<file path="src/iccp_pkg.sv">
// ----------------------------------------------------------------------------
// iccp_pkg
// Shared types and constants for the caret color code text parser.
// ----------------------------------------------------------------------------
`default_nettype none

package iccp_pkg;

  localparam int COL_W       = 11;
  localparam int QUEUE_DEPTH = 4;
  localparam int QUEUE_AW    = 2;
  localparam int QUEUE_CW    = 3;

  localparam logic [6:0] CARET_CODE   = 7'h5E;
  localparam logic [6:0] CODE_RESET_L = 7'h72;
  localparam logic [6:0] CODE_RESET_U = 7'h52;
  localparam logic [6:0] CODE_BOLD_L  = 7'h62;
  localparam logic [6:0] CODE_BOLD_U  = 7'h42;
  localparam logic [6:0] CODE_SHAD_L  = 7'h73;
  localparam logic [6:0] CODE_SHAD_U  = 7'h53;
  localparam logic [6:0] CODE_ITAL_L  = 7'h69;
  localparam logic [6:0] CODE_ITAL_U  = 7'h49;
  localparam logic [6:0] CODE_DIGIT_0 = 7'h30;
  localparam logic [6:0] CODE_DIGIT_9 = 7'h39;

  localparam logic [7:0] LEVEL_FULL = 8'd255;
  localparam logic [7:0] LEVEL_DARK = 8'd185;
  localparam logic [7:0] LEVEL_NONE = 8'd0;
  localparam logic [7:0] BOLD_MASK  = 8'h80;

  typedef struct packed {
    logic [7:0] red;
    logic [7:0] green;
    logic [7:0] blue;
  } rgb_t;

  localparam rgb_t WHITE = '{red: LEVEL_FULL, green: LEVEL_FULL, blue: LEVEL_FULL};

  // one accepted byte that draws: one or two glyphs sharing the same style
  typedef struct packed {
    logic [7:0]       glyph_a;
    logic [7:0]       glyph_b;
    logic [COL_W-1:0] col_a;
    logic [COL_W-1:0] col_b;
    logic             two;
    rgb_t             color;
    logic             italic;
    logic             shadow;
    logic [11:0]      base_x;
    logic [11:0]      base_y;
    logic [8:0]       alpha;
  } draw_rec_t;

  typedef struct packed {
    logic push;
    logic pop;
  } queue_ctrl_t;

  typedef struct packed {
    logic full;
    logic empty;
  } queue_stat_t;

  function automatic rgb_t digit_color(input logic [3:0] digit);
    rgb_t c;
    case (digit)
      4'd1:    c = '{red: LEVEL_FULL, green: LEVEL_NONE, blue: LEVEL_NONE};
      4'd2:    c = '{red: LEVEL_NONE, green: LEVEL_FULL, blue: LEVEL_NONE};
      4'd3:    c = '{red: LEVEL_FULL, green: LEVEL_FULL, blue: LEVEL_NONE};
      4'd4:    c = '{red: LEVEL_NONE, green: LEVEL_NONE, blue: LEVEL_FULL};
      4'd5:    c = '{red: LEVEL_NONE, green: LEVEL_FULL, blue: LEVEL_FULL};
      4'd6:    c = '{red: LEVEL_FULL, green: LEVEL_NONE, blue: LEVEL_FULL};
      4'd7:    c = WHITE;
      4'd8:    c = '{red: LEVEL_NONE, green: LEVEL_NONE, blue: LEVEL_NONE};
      4'd9:    c = '{red: LEVEL_DARK, green: LEVEL_NONE, blue: LEVEL_NONE};
      4'd0:    c = '{red: LEVEL_DARK, green: LEVEL_DARK, blue: LEVEL_DARK};
      default: c = WHITE;
    endcase
    return c;
  endfunction

endpackage

`default_nettype wire

</file>
<file path="src/iccp_front.sv">
// ----------------------------------------------------------------------------
// iccp_front
// Accepts text bytes, decodes caret escapes, tracks style and column, and
// pushes one draw record per drawing byte into the queue.
// ----------------------------------------------------------------------------
`default_nettype none

module iccp_front import iccp_pkg::*; #(
  parameter int MAX_COLUMNS = 2047
) (
  input  wire logic        clk_i,
  input  wire logic        rst_ni,
  input  wire logic        cfg_we_i,
  input  wire logic        cfg_wdata_i,
  input  wire logic        in_valid_i,
  output logic             in_stall_o,
  input  wire logic [7:0]  char_in_i,
  input  wire logic        end_of_string_i,
  input  wire logic [11:0] base_x_i,
  input  wire logic [11:0] base_y_i,
  input  wire logic [8:0]  alpha_in_i,
  input  wire queue_stat_t q_stat_i,
  output logic             q_push_o,
  output draw_rec_t        q_rec_o
);

  localparam logic [COL_W-1:0] ColMax = COL_W'(MAX_COLUMNS);

  logic             default_bold_q;
  logic             esc_q, esc_d;
  logic [7:0]       pending_q, pending_d;
  rgb_t             color_q, color_d;
  logic             bold_q, bold_d;
  logic             shadow_q, shadow_d;
  logic             italic_q, italic_d;
  logic [COL_W-1:0] col_q, col_d;

  logic             accept;
  logic [6:0]       code;
  logic             is_caret, is_reset, is_bold, is_shad, is_ital, is_digit, is_style;
  logic             draw_one, draw_two;
  logic [COL_W-1:0] col_a, col_b;
  logic [7:0]       bold_mask;

  assign in_stall_o = q_stat_i.full;
  assign accept     = in_valid_i && !q_stat_i.full;

  assign code     = char_in_i[6:0];
  assign is_caret = (code == CARET_CODE);
  assign is_reset = code inside {CODE_RESET_L, CODE_RESET_U};
  assign is_bold  = code inside {CODE_BOLD_L, CODE_BOLD_U};
  assign is_shad  = code inside {CODE_SHAD_L, CODE_SHAD_U};
  assign is_ital  = code inside {CODE_ITAL_L, CODE_ITAL_U};
  assign is_digit = code inside {[CODE_DIGIT_0:CODE_DIGIT_9]};
  assign is_style = is_reset || is_bold || is_shad || is_ital || is_digit;

  assign draw_two = esc_q && !is_caret && !is_style;
  assign draw_one = esc_q ? is_caret : !(is_caret && !end_of_string_i);

  assign col_a = (col_q < ColMax) ? col_q + 1'b1 : col_q;
  assign col_b = (col_a < ColMax) ? col_a + 1'b1 : col_a;

  assign bold_mask = bold_q ? BOLD_MASK : '0;

  always_comb begin
    q_rec_o.glyph_a = (draw_two ? pending_q : char_in_i) ^ bold_mask;
    q_rec_o.glyph_b = char_in_i ^ bold_mask;
    q_rec_o.col_a   = col_a;
    q_rec_o.col_b   = col_b;
    q_rec_o.two     = draw_two;
    q_rec_o.color   = color_q;
    q_rec_o.italic  = italic_q;
    q_rec_o.shadow  = shadow_q;
    q_rec_o.base_x  = base_x_i;
    q_rec_o.base_y  = base_y_i;
    q_rec_o.alpha   = alpha_in_i;
  end

  assign q_push_o = accept && (draw_one || draw_two);

  always_comb begin
    esc_d     = esc_q;
    pending_d = pending_q;
    color_d   = color_q;
    bold_d    = bold_q;
    shadow_d  = shadow_q;
    italic_d  = italic_q;
    col_d     = col_q;
    if (accept) begin
      if (esc_q) begin
        esc_d = 1'b0;
        if (is_reset) begin
          color_d  = WHITE;
          shadow_d = 1'b0;
          italic_d = 1'b0;
          bold_d   = default_bold_q;
        end else if (is_bold) begin
          bold_d = !bold_q;
        end else if (is_shad) begin
          shadow_d = !shadow_q;
        end else if (is_ital) begin
          italic_d = !italic_q;
        end else if (is_digit) begin
          color_d = digit_color(code[3:0]);
        end
      end else if (is_caret && !end_of_string_i) begin
        esc_d     = 1'b1;
        pending_d = char_in_i;
      end
      if (draw_two) begin
        col_d = col_b;
      end else if (draw_one) begin
        col_d = col_a;
      end
      if (end_of_string_i) begin
        esc_d     = 1'b0;
        pending_d = '0;
        col_d     = '0;
        color_d   = WHITE;
        shadow_d  = 1'b0;
        italic_d  = 1'b0;
        bold_d    = default_bold_q;
      end
    end
    if (cfg_we_i) begin
      bold_d = cfg_wdata_i;
    end
  end

  always_ff @(posedge clk_i or negedge rst_ni) begin
    if (!rst_ni) begin
      default_bold_q <= 1'b0;
      esc_q          <= 1'b0;
      pending_q      <= '0;
      color_q        <= WHITE;
      bold_q         <= 1'b0;
      shadow_q       <= 1'b0;
      italic_q       <= 1'b0;
      col_q          <= '0;
    end else begin
      if (cfg_we_i) begin
        default_bold_q <= cfg_wdata_i;
      end
      esc_q     <= esc_d;
      pending_q <= pending_d;
      color_q   <= color_d;
      bold_q    <= bold_d;
      shadow_q  <= shadow_d;
      italic_q  <= italic_d;
      col_q     <= col_d;
    end
  end

endmodule

`default_nettype wire

</file>
<file path="src/iccp_queue.sv">
// ----------------------------------------------------------------------------
// iccp_queue
// Short queue of draw records between the decoder and the draw sequencer.
// ----------------------------------------------------------------------------
`default_nettype none

module iccp_queue import iccp_pkg::*; (
  input  wire logic  clk_i,
  input  wire logic  rst_ni,
  input  wire queue_ctrl_t ctrl_i,
  input  wire draw_rec_t   rec_i,
  output draw_rec_t   rec_o,
  output queue_stat_t stat_o
);

  draw_rec_t            slots_q [QUEUE_DEPTH];
  logic [QUEUE_AW-1:0]  wr_ptr_q, rd_ptr_q;
  logic [QUEUE_CW-1:0]  count_q;
  logic                 do_push, do_pop;

  assign stat_o.full  = (count_q == QUEUE_CW'(QUEUE_DEPTH));
  assign stat_o.empty = (count_q == '0);
  assign do_push      = ctrl_i.push && !stat_o.full;
  assign do_pop       = ctrl_i.pop && !stat_o.empty;
  assign rec_o        = slots_q[rd_ptr_q];

  always_ff @(posedge clk_i) begin
    if (do_push) begin
      slots_q[wr_ptr_q] <= rec_i;
    end
  end

  always_ff @(posedge clk_i or negedge rst_ni) begin
    if (!rst_ni) begin
      wr_ptr_q <= '0;
      rd_ptr_q <= '0;
      count_q  <= '0;
    end else begin
      if (do_push) begin
        wr_ptr_q <= wr_ptr_q + 1'b1;
      end
      if (do_pop) begin
        rd_ptr_q <= rd_ptr_q + 1'b1;
      end
      case ({do_push, do_pop})
        2'b10:   count_q <= count_q + 1'b1;
        2'b01:   count_q <= count_q - 1'b1;
        default: count_q <= count_q;
      endcase
    end
  end

endmodule

`default_nettype wire

</file>
<file path="src/iccp_back.sv">
// ----------------------------------------------------------------------------
// iccp_back
// Expands each draw record into main draws, with shadow draws when shadowed,
// and holds them in an output register.
// ----------------------------------------------------------------------------
`default_nettype none

module iccp_back import iccp_pkg::*; #(
  parameter int FONT_PIXELS = 8
) (
  input  wire logic        clk_i,
  input  wire logic        rst_ni,
  input  wire draw_rec_t   rec_i,
  input  wire queue_stat_t q_stat_i,
  output logic             q_pop_o,
  output logic             out_valid_o,
  input  wire logic        out_stall_i,
  output logic [15:0]      pos_x_o,
  output logic [12:0]      pos_y_o,
  output logic [7:0]       glyph_o,
  output logic [7:0]       red_o,
  output logic [7:0]       green_o,
  output logic [7:0]       blue_o,
  output logic [8:0]       alpha_out_o,
  output logic             italic_o,
  output logic             is_shadow_o,
  output logic             last_of_item_o
);

  localparam int SumW = 18;
  localparam logic [SumW-1:0] Font       = SumW'(FONT_PIXELS);
  localparam logic [SumW-1:0] ShadowOffs = SumW'(FONT_PIXELS / 4);

  logic             sel_b_q, sel_b_d;
  logic             main_q, main_d;
  logic             out_valid_q;
  logic             emit, load;
  logic             cur_shadow, cur_last;
  logic [COL_W-1:0] cur_col;
  logic [SumW-1:0]  x_sum;
  logic [15:0]      x_sat;

  assign emit       = !q_stat_i.empty;
  assign load       = emit && (!out_valid_q || !out_stall_i);
  assign cur_shadow = rec_i.shadow && !main_q;
  assign cur_last   = !cur_shadow && (sel_b_q || !rec_i.two);
  assign cur_col    = sel_b_q ? rec_i.col_b : rec_i.col_a;
  assign q_pop_o    = load && cur_last;

  assign x_sum = SumW'(rec_i.base_x) + SumW'(cur_col) * Font
               + (cur_shadow ? ShadowOffs : '0);
  assign x_sat = (x_sum[SumW-1:16] != '0) ? 16'hFFFF : x_sum[15:0];

  always_comb begin
    sel_b_d = sel_b_q;
    main_d  = main_q;
    if (load) begin
      if (cur_shadow) begin
        main_d = 1'b1;
      end else begin
        main_d  = 1'b0;
        sel_b_d = !cur_last;
      end
    end
  end

  always_ff @(posedge clk_i or negedge rst_ni) begin
    if (!rst_ni) begin
      sel_b_q     <= 1'b0;
      main_q      <= 1'b0;
      out_valid_q <= 1'b0;
    end else begin
      sel_b_q <= sel_b_d;
      main_q  <= main_d;
      if (!out_valid_q || !out_stall_i) begin
        out_valid_q <= emit;
      end
    end
  end

  always_ff @(posedge clk_i) begin
    if (load) begin
      pos_x_o        <= x_sat;
      pos_y_o        <= {1'b0, rec_i.base_y} + {12'd0, cur_shadow};
      glyph_o        <= sel_b_q ? rec_i.glyph_b : rec_i.glyph_a;
      red_o          <= cur_shadow ? LEVEL_NONE : rec_i.color.red;
      green_o        <= cur_shadow ? LEVEL_NONE : rec_i.color.green;
      blue_o         <= cur_shadow ? LEVEL_NONE : rec_i.color.blue;
      alpha_out_o    <= rec_i.alpha;
      italic_o       <= rec_i.italic;
      is_shadow_o    <= cur_shadow;
      last_of_item_o <= cur_last;
    end
  end

  assign out_valid_o = out_valid_q;

endmodule

`default_nettype wire

</file>
<file path="src/inline_color_code_text_parser_top.sv">
// ----------------------------------------------------------------------------
// inline_color_code_text_parser_top
// Caret color code text parser: text bytes in, glyph draw commands out.
// ----------------------------------------------------------------------------
// Each accepted byte is decoded in the cycle it is taken and, if it draws,
// lands in a four-entry queue; the draw sequencer then emits one draw per
// cycle, unless stalled, through its output register. A plain byte makes one
// draw, a shadowed byte two (shadow then main), a caret with an unknown code
// two or four. Style codes and held carets draw nothing. Input stalls only
// while the queue is full. default_bold may be written only between strings.
`default_nettype none

module inline_color_code_text_parser_top import iccp_pkg::*; #(
  parameter int FONT_PIXELS = 8,
  parameter int MAX_COLUMNS = 2047
) (
  input  wire logic        clk_i,
  input  wire logic        rst_ni,
  input  wire logic        cfg_we_i,
  input  wire logic        cfg_wdata_i,
  input  wire logic        in_valid_i,
  output logic             in_stall_o,
  input  wire logic [7:0]  char_in_i,
  input  wire logic        end_of_string_i,
  input  wire logic [11:0] base_x_i,
  input  wire logic [11:0] base_y_i,
  input  wire logic [8:0]  alpha_in_i,
  output logic             out_valid_o,
  input  wire logic        out_stall_i,
  output logic [15:0]      pos_x_o,
  output logic [12:0]      pos_y_o,
  output logic [7:0]       glyph_o,
  output logic [7:0]       red_o,
  output logic [7:0]       green_o,
  output logic [7:0]       blue_o,
  output logic [8:0]       alpha_out_o,
  output logic             italic_o,
  output logic             is_shadow_o,
  output logic             last_of_item_o
);

  queue_ctrl_t q_ctrl;
  queue_stat_t q_stat;
  draw_rec_t   rec_in, rec_out;
  logic        q_push, q_pop;

  assign q_ctrl = '{push: q_push, pop: q_pop};

  iccp_front #(
    .MAX_COLUMNS(MAX_COLUMNS)
  ) u_front (
    .clk_i          (clk_i),
    .rst_ni         (rst_ni),
    .cfg_we_i       (cfg_we_i),
    .cfg_wdata_i    (cfg_wdata_i),
    .in_valid_i     (in_valid_i),
    .in_stall_o     (in_stall_o),
    .char_in_i      (char_in_i),
    .end_of_string_i(end_of_string_i),
    .base_x_i       (base_x_i),
    .base_y_i       (base_y_i),
    .alpha_in_i     (alpha_in_i),
    .q_stat_i       (q_stat),
    .q_push_o       (q_push),
    .q_rec_o        (rec_in)
  );

  iccp_queue u_queue (
    .clk_i (clk_i),
    .rst_ni(rst_ni),
    .ctrl_i(q_ctrl),
    .rec_i (rec_in),
    .rec_o (rec_out),
    .stat_o(q_stat)
  );

  iccp_back #(
    .FONT_PIXELS(FONT_PIXELS)
  ) u_back (
    .clk_i         (clk_i),
    .rst_ni        (rst_ni),
    .rec_i         (rec_out),
    .q_stat_i      (q_stat),
    .q_pop_o       (q_pop),
    .out_valid_o   (out_valid_o),
    .out_stall_i   (out_stall_i),
    .pos_x_o       (pos_x_o),
    .pos_y_o       (pos_y_o),
    .glyph_o       (glyph_o),
    .red_o         (red_o),
    .green_o       (green_o),
    .blue_o        (blue_o),
    .alpha_out_o   (alpha_out_o),
    .italic_o      (italic_o),
    .is_shadow_o   (is_shadow_o),
    .last_of_item_o(last_of_item_o)
  );

endmodule

`default_nettype wire

</file>
<file path="config.mk">
export PLATFORM = sky130hd
export DESIGN_NAME = inline_color_code_text_parser_top
export DESIGN_NICKNAME = d
export VERILOG_FILES = /design/src/iccp_pkg.sv /design/src/iccp_front.sv /design/src/iccp_queue.sv /design/src/iccp_back.sv /design/src/inline_color_code_text_parser_top.sv
export SDC_FILE = /design/constraint.sdc
export NUM_CORES = 1
export LEC_CHECK = 0
export BUFFER_PORTS_ARGS = -buffer_cell sky130_fd_sc_hd__buf_2
export CAP_MARGIN = 10
export CORE_ASPECT_RATIO = 0.7
export CORE_UTILIZATION = 50
export DETAILED_ROUTE_END_ITERATION = 6
export HOLD_SLACK_MARGIN = 0.08
export PLACE_DENSITY_LB_ADDON = 0.1
export SLEW_MARGIN = 20
export SYNTH_ARGS = -nofsm -noshare
export SYNTH_HDL_FRONTEND = slang
export SYNTH_SLANG_ARGS = --single-unit
</file>
<file path="constraint.sdc">
create_clock -name clk_i -period 9.85 [get_ports clk_i]
set_input_delay 1.4775 -clock clk_i [delete_from_list [all_inputs] [get_ports clk_i]]
set_output_delay 1.4775 -clock clk_i [all_outputs]
set_load 0.01 [all_outputs]
</file>
-- Word level (Yosys, flattened, before mapping)
Memories as Yosys holds them, arrays and structs flattened.
Index checks and enable logic that the tools add are counted.
- output and inout port bits: 75
- input bits: 48
- bits in read-only memories: 384
- memories kept: 2
- flip-flop bits (word level): 131
- bits in writable memories: 392
- memory list (memory ; depth ; width ; rd ports ; clocked after Yosys merged registers in ; write ports ; RTL line ; source):
    u_queue.slots_q ; 4 ; 98 ; 1 ; 0 ; 1 ; iccp_queue.sv:16 ; draw_rec_t slots_q [QUEUE_DEPTH];
    (name not given) ; 16 ; 24 ; 1 ; 0 ; 0 ; iccp_pkg.sv:66 ; case (digit)
- bitwise logic cells: 3
- add/subtract/negate cells: 9
- magnitude comparators: 4
- mux-type cells: 45
- equality and inequality tests: 16
- reductions and logical operators: 57
- operator list (kind ; number):
    2-to-1 mux 24 bit ; 7
    2-to-1 mux 11 bit ; 6
    equality test 7 bit, second input constant ; 9
    2-to-1 mux 8 bit ; 6
    2-to-1 mux 1 bit ; 24
    adder 11 x 1 -> 11 bit, second input constant ; 2
    less-than comparator 11 bit, second input constant ; 2
    adder 18 bit ; 1
    nonzero test 2 bit ; 9
    bitwise XOR 8 bit ; 2
    adder 12 x 14 -> 15 bit ; 1
    zero test 1 bit ; 15
    nonzero test 3 bit ; 5
    adder 12 x 1 -> 13 bit ; 1
    logical AND 1 bit ; 12
    inequality test 3 x 2 -> 1 bit, second input constant ; 3
    >= comparator 7 x 6 -> 1 bit, second input constant ; 1
    less-or-equal comparator 7 x 6 -> 1 bit, second input constant ; 1
    logical OR 1 bit ; 7
    one-hot mux 3 bit (2 select lines) ; 1
    AND reduction 3 bit ; 2
    AND reduction 6 bit ; 1
    AND reduction 5 bit ; 1
    adder 2 x 1 -> 2 bit, second input constant ; 2
    other kinds (12) ; 13

-- Longest topological paths before layout
- depth after elaboration: 13
- mapped depth: 16
- mapped depth without buffers: 12

-- By module
Synthesis repeated with hierarchy kept, for this count alone.
- cell total of the unflattened synthesis: 1178
- area total of the unflattened synthesis: 21219.1 µm²
- modules (own cells, without submodules) (module ; area an instance (µm²) ; times used ; cells an instance ; sequential area each (µm²)):
    iccp_queue ; 14669.1 ; 1 ; 549 ; 11946.5
    iccp_back ; 3542.1 ; 1 ; 251 ; 2237.1
    iccp_front ; 3007.9 ; 1 ; 378 ; 758.2

-- Worst setup path before layout
No wires, ideal clock.
- path type: input -> register
- from: in char_in_i[1]
- to: mem u_queue.slots_q[0][0] in the netlist's numbering (enable)
- library setup time: 0.447 ns
- arrival: 4.395 ns
- cell stages on the path: 7
- setup slack: 5.008 ns
- data required time: 9.403 ns
- path through: buf_2 > and3_1 > a21boi_0 > and4_1 > a21oi_1 > nor2_1 > and2_1
- longest elaborated chain between the ends: 13
- elaborated cells between the ends (all ways): 32
- classes of those cells: order compare: 2; eq/ne: 9; mux: 3; reduce/logical: 18
- RTL lines (element ; RTL line ; source):
    start: declaration ; inline_color_code_text_parser_top.sv:23 ; input wire logic [7:0] char_in_i,
    branches (longest 8 deep; another with >= comparator 7 x 6 -> 1 bit) ; n/a ;
    logical OR 1 bit * ; iccp_front.sv:79 ; assign q_push_o = accept && (draw_one || draw_two);
    logical AND 1 bit * ; iccp_front.sv:79 ;
    logical AND 1 bit * ; iccp_queue.sv:23 ; assign do_push = ctrl_i.push && !stat_o.full;
    2-to-1 mux 1 bit * ; iccp_queue.sv:28 ; if (do_push) begin
    2-to-1 mux 1 bit (not written as such) * ; iccp_queue.sv:29 ; slots_q[wr_ptr_q] <= rec_i;
    end: declaration ; iccp_queue.sv:16 ;
Mark *: on every way between the ends.

-- Worst setup path after layout
- from: reg u_queue.rd_ptr_q[0]
- to: reg u_back.pos_x_o[13] (data pin)
- elaborated cells between the ends (all ways): 7
- classes of those cells: add/sub: 2; mux: 2; reduce/logical: 2; memory: 1
- RTL lines (element ; RTL line ; source):
    start: declaration ; iccp_queue.sv:17 ; logic [QUEUE_AW-1:0] wr_ptr_q, rd_ptr_q;
    start signal: assignment ; iccp_queue.sv:43 ; rd_ptr_q <= rd_ptr_q + 1'b1;
    memory read (4 x 98 bit) * ; n/a ;
    2-to-1 mux 11 bit / logical AND 1 bit (equally long branches) ; iccp_back.sv:47, iccp_back.sv:45 ;
    adder 12 x 14 -> 15 bit / 2-to-1 mux 2 bit (equally long branches) ; iccp_back.sv:50, iccp_back.sv:51 ;
    adder 18 bit * ; iccp_back.sv:51 ; + (cur_shadow ? ShadowOffs : '0);
    via u_back.x_sum[13] ; iccp_back.sv:40 ; logic [SumW-1:0] x_sum;
    end signal: assignment ; iccp_back.sv:83 ; pos_x_o <= x_sat;
    end: declaration ; iccp_back.sv:18 ; output logic [15:0] pos_x_o,
Mark *: on every way through the listed nets, which the timed path passes. The rest lies on a longest branch.
A chain may end at the register's enable or synchronous reset.

==> impl_metrics.toml <==
[run_status]
status = "completed"

[setup_path]
path_class = "flop to flop"
critPathArrivalTime_ps = 5380
required_ps = 10120
critPathSlowestCell = "dfrtp_4"
crit_end = "u_back.pos_x_o[13]$_DFFE_PP_"
worst-path-max-fanout = 45
crit_chain = "buf_4 -> mux4_2 -> mux2_2 -> ha_1 -> inv_1 -> fa_1 -> nor2b_1 -> o31a_1 -> o31ai_1 -> nand3_1 -> nor4b_2 -> mux2_1 -> xnor2_1"
r2r_slack_ps = 4740
startpoint = "u_queue.rd_ptr_q[0]$_DFFE_PN0P_"
start_kind = "flop"
reg2reg_from = "u_queue.rd_ptr_q[0]$_DFFE_PN0P_"
critPathMaxStageDelay_ps = 940
r2r_end = "u_back.pos_x_o[13]$_DFFE_PP_"
r2r_cells = 13
end_kind = "flop"

[global_route]
grt_max_degree = 68
overflow = 0
track_usage_pct = 19.69
grt_pass1_wl_mm = 52.36
antenna_found_initial = 0
first_global_vias = 8904

[placement]
dp.cells = 1526
place_area_um2 = 18430
place.gp.congestion = 0.8450
pre_cts_ws_ps = 4628
portBuffers = 122
dp_hpwl_mm = 20.92

[sta]
period_share_pct = 51.86
fin_ws_ps = 4742
setup-violations-final = 0
fin_tns_setup_ps = 0
fmax_mhz = 195.8
worstMarginPinSlew_ps = 1044
slew_headroom_pct = 30.43
hold_violations = 0
finalClockSkew_ps = 11.55
finalCriticalPeriod_ps = 5108
hold_slack_ps = 486.5
rsz0062_at_grt = "no"
slew_viol_final = 0

[detailed_routing]
wl_per_cell_um = 21.23
routed-wl-met3_mm = 1.792
drc_errors = 0
wirelength_mm = 33.92
drtIter0Drc = 729
viasPerCell = 5.623
routed.top_layer = "met4"
first_pass_iters = 5
wl_met2_mm = 14.53
antenna_left = 0
wl_met1_mm = 16.97
num_vias = 8985

[die]
die_w_um = 225.6
core_area_um2 = 33980
io_pins = 123
start_util_pct = 51.50
die_area_um2 = 35770
rows = 56
die_y_um = 158.5

[logic_synthesis]
synth_edf_count = 375
synth_cell_types = 77
async_reset_ff_share_pct = 9.639
synth_area_per_cell_um2 = 17.71
ys_warn_count = 0
syn_inst = 988
synthesis.area_um2 = 17500
synth_flop_cell = "edfxtp_1"
ys_seq_area_share_pct = 70.10
ys_top_cells_by_area = "edfxtp_1 64%, mux4_2 10%, dfrtp_1 4.9%"
synth_fp_nets = 1058
synth.largest_area_cell = "edfxtp_1"
synth-seq-cells = 415
synth_top_area_share_pct = 64.34

[layout]
drive_gt1_share_pct = 29.10
diodes = 0
final_common_cell = "edfxtp_1"
layoutNonFillerInstCount = 1598
layout.nets = 1173
syn_to_final_growth_pct = 12.30
final_util_pct = 57.84
design_area_um2 = 19660
final_cell_mix = "375 x edfxtp_1, 121 x buf_2, 80 x mux4_2, 51 x nand2_1, 40 x clkbuf_16"

[pwr]
powerDensity_nw_per_um2 = 317.2
power_mw = 6.234
ir_drop_uv = 216.2
p_leak_nw = 6.951

[clock_tree]
h-tree-depth = 2
numCtsBuffers = 39
cts.clk_slew.worst_paths_ps = 70
clock_sinks = 415
hold_buffers = 0
ctsResizeCount = 0
cts_root_buffer = "clkbuf_16"
clk_latency_ps = 540
cts_setup_buffers = 0
cts.path.max_buffers = 3
cts_tree = "yes"

[job]
drv_cap = 0

[hold_path]
hp-class = "flop to flop"
==> how the worst min path moves through the flow <==
| stage | from | to | slack, ps | depth (start not counted) |
|---|---|---|---|---|
| 2_1_floorplan | u_front.pending_q[1]$_DFFE_PN0P_ | u_front.pending_q[1]$_DFFE_PN0P_ | 440 | 1 |
| 3_3_place_gp | u_front.pending_q[4]$_DFFE_PN0P_ | u_front.pending_q[4]$_DFFE_PN0P_ | 460 | 1 |
| 3_5_place_dp | u_front.pending_q[3]$_DFFE_PN0P_ | u_front.pending_q[3]$_DFFE_PN0P_ | 470 | 1 |
| 4_1_cts | u_front.pending_q[3]$_DFFE_PN0P_ | u_front.pending_q[3]$_DFFE_PN0P_ | 490 | 1 |
| 5_1_grt | u_queue.count_q[0]$_DFFE_PN0P_ | u_queue.count_q[0]$_DFFE_PN0P_ | 510 | 1 |
| 6_report | u_front.pending_q[1]$_DFFE_PN0P_ | u_front.pending_q[1]$_DFFE_PN0P_ | 490 | 1 |
==> per-layer routing <==
metal | GRT usage [%] | vias to the layer above
met5 | 0 | -
met4 | 5.053 | 0
met3 | 3.377 | 46
met2 | 27.98 | 247
met1 | 31.33 | 4574
li1 | - | 4118
==> critical path, delay by kind of cell, from the launching register on <==
family                   cells  cell delay, ps
multiplexers                 3            1240
flip-flops                   1             940
buffers and inverters        2             910
AND/OR/NAND/NOR              3             630
AO/OA/AOI/OAI                2             560
adder cells (fa/ha/maj)      2             400
XOR/XNOR                     1             130
==> state kept, by name (all words and copies together), names as in the netlist, 2 cells and up <==
register            count
u_back.alpha_out_o      9
u_back.blue_o           2
u_back.glyph_o          8
u_back.green_o          2
u_back.pos_x_o         16
u_back.pos_y_o         13
u_back.red_o            2
u_front.col_q          11
u_front.pending_q       8
u_front.q_rec_o         6
u_queue.count_q         3
u_queue.rd_ptr_q        2
u_queue.slots_q       320
u_queue.wr_ptr_q        2
==> cell usage after synthesis (19+ instances only) <==
cell	number
edfxtp_1	375
mux4_2	80
nand2_1	51
dfrtp_1	34
nor2_1	30
xnor2_1	28
mux2_2	25
buf_4	23
inv_1	23
o21ai_0	23
a21oi_1	21
buf_2	21
ha_1	20
xor2_1	19
==> layout make-up <==
cell class	instances	area (µm²)
fillers	2585	14330
clock buffers	56	1091
multi-input cells	492	4802
repair buffers	132	691.9
clock inverters	16	126.4
flip-flops and latches	415	12280
inverters	23	86.33
well taps	464	580.6
==> where the power goes <==
part | total (mW) | switching, mW | leakage [nW] | internal, mW
logic | 2.12 | 1.21 | 2.33 | 0.906
registers | 2.69 | 0.191 | 4.03 | 2.50
clock network | 1.43 | 0.621 | 0.593 | 0.804
==> cells by family (layout without fill, tap and decap cells) <==
kind of cell | count (synthesis) | count (layout) | share of synthesized area, %
adder cells (fa/ha/maj) | 22 | 22 | 1.659
buffers and inverters | 81 | 227 | 2.516
flip-flops | 415 | 415 | 70.10
XOR/XNOR | 47 | 47 | 2.352
other | 1 | 1 | 0.02143
multiplexers | 115 | 115 | 12.48
AND/OR/NAND/NOR | 194 | 194 | 6.177
AO/OA/AOI/OAI | 113 | 113 | 4.690
Power figures use the tool's default switching activity.
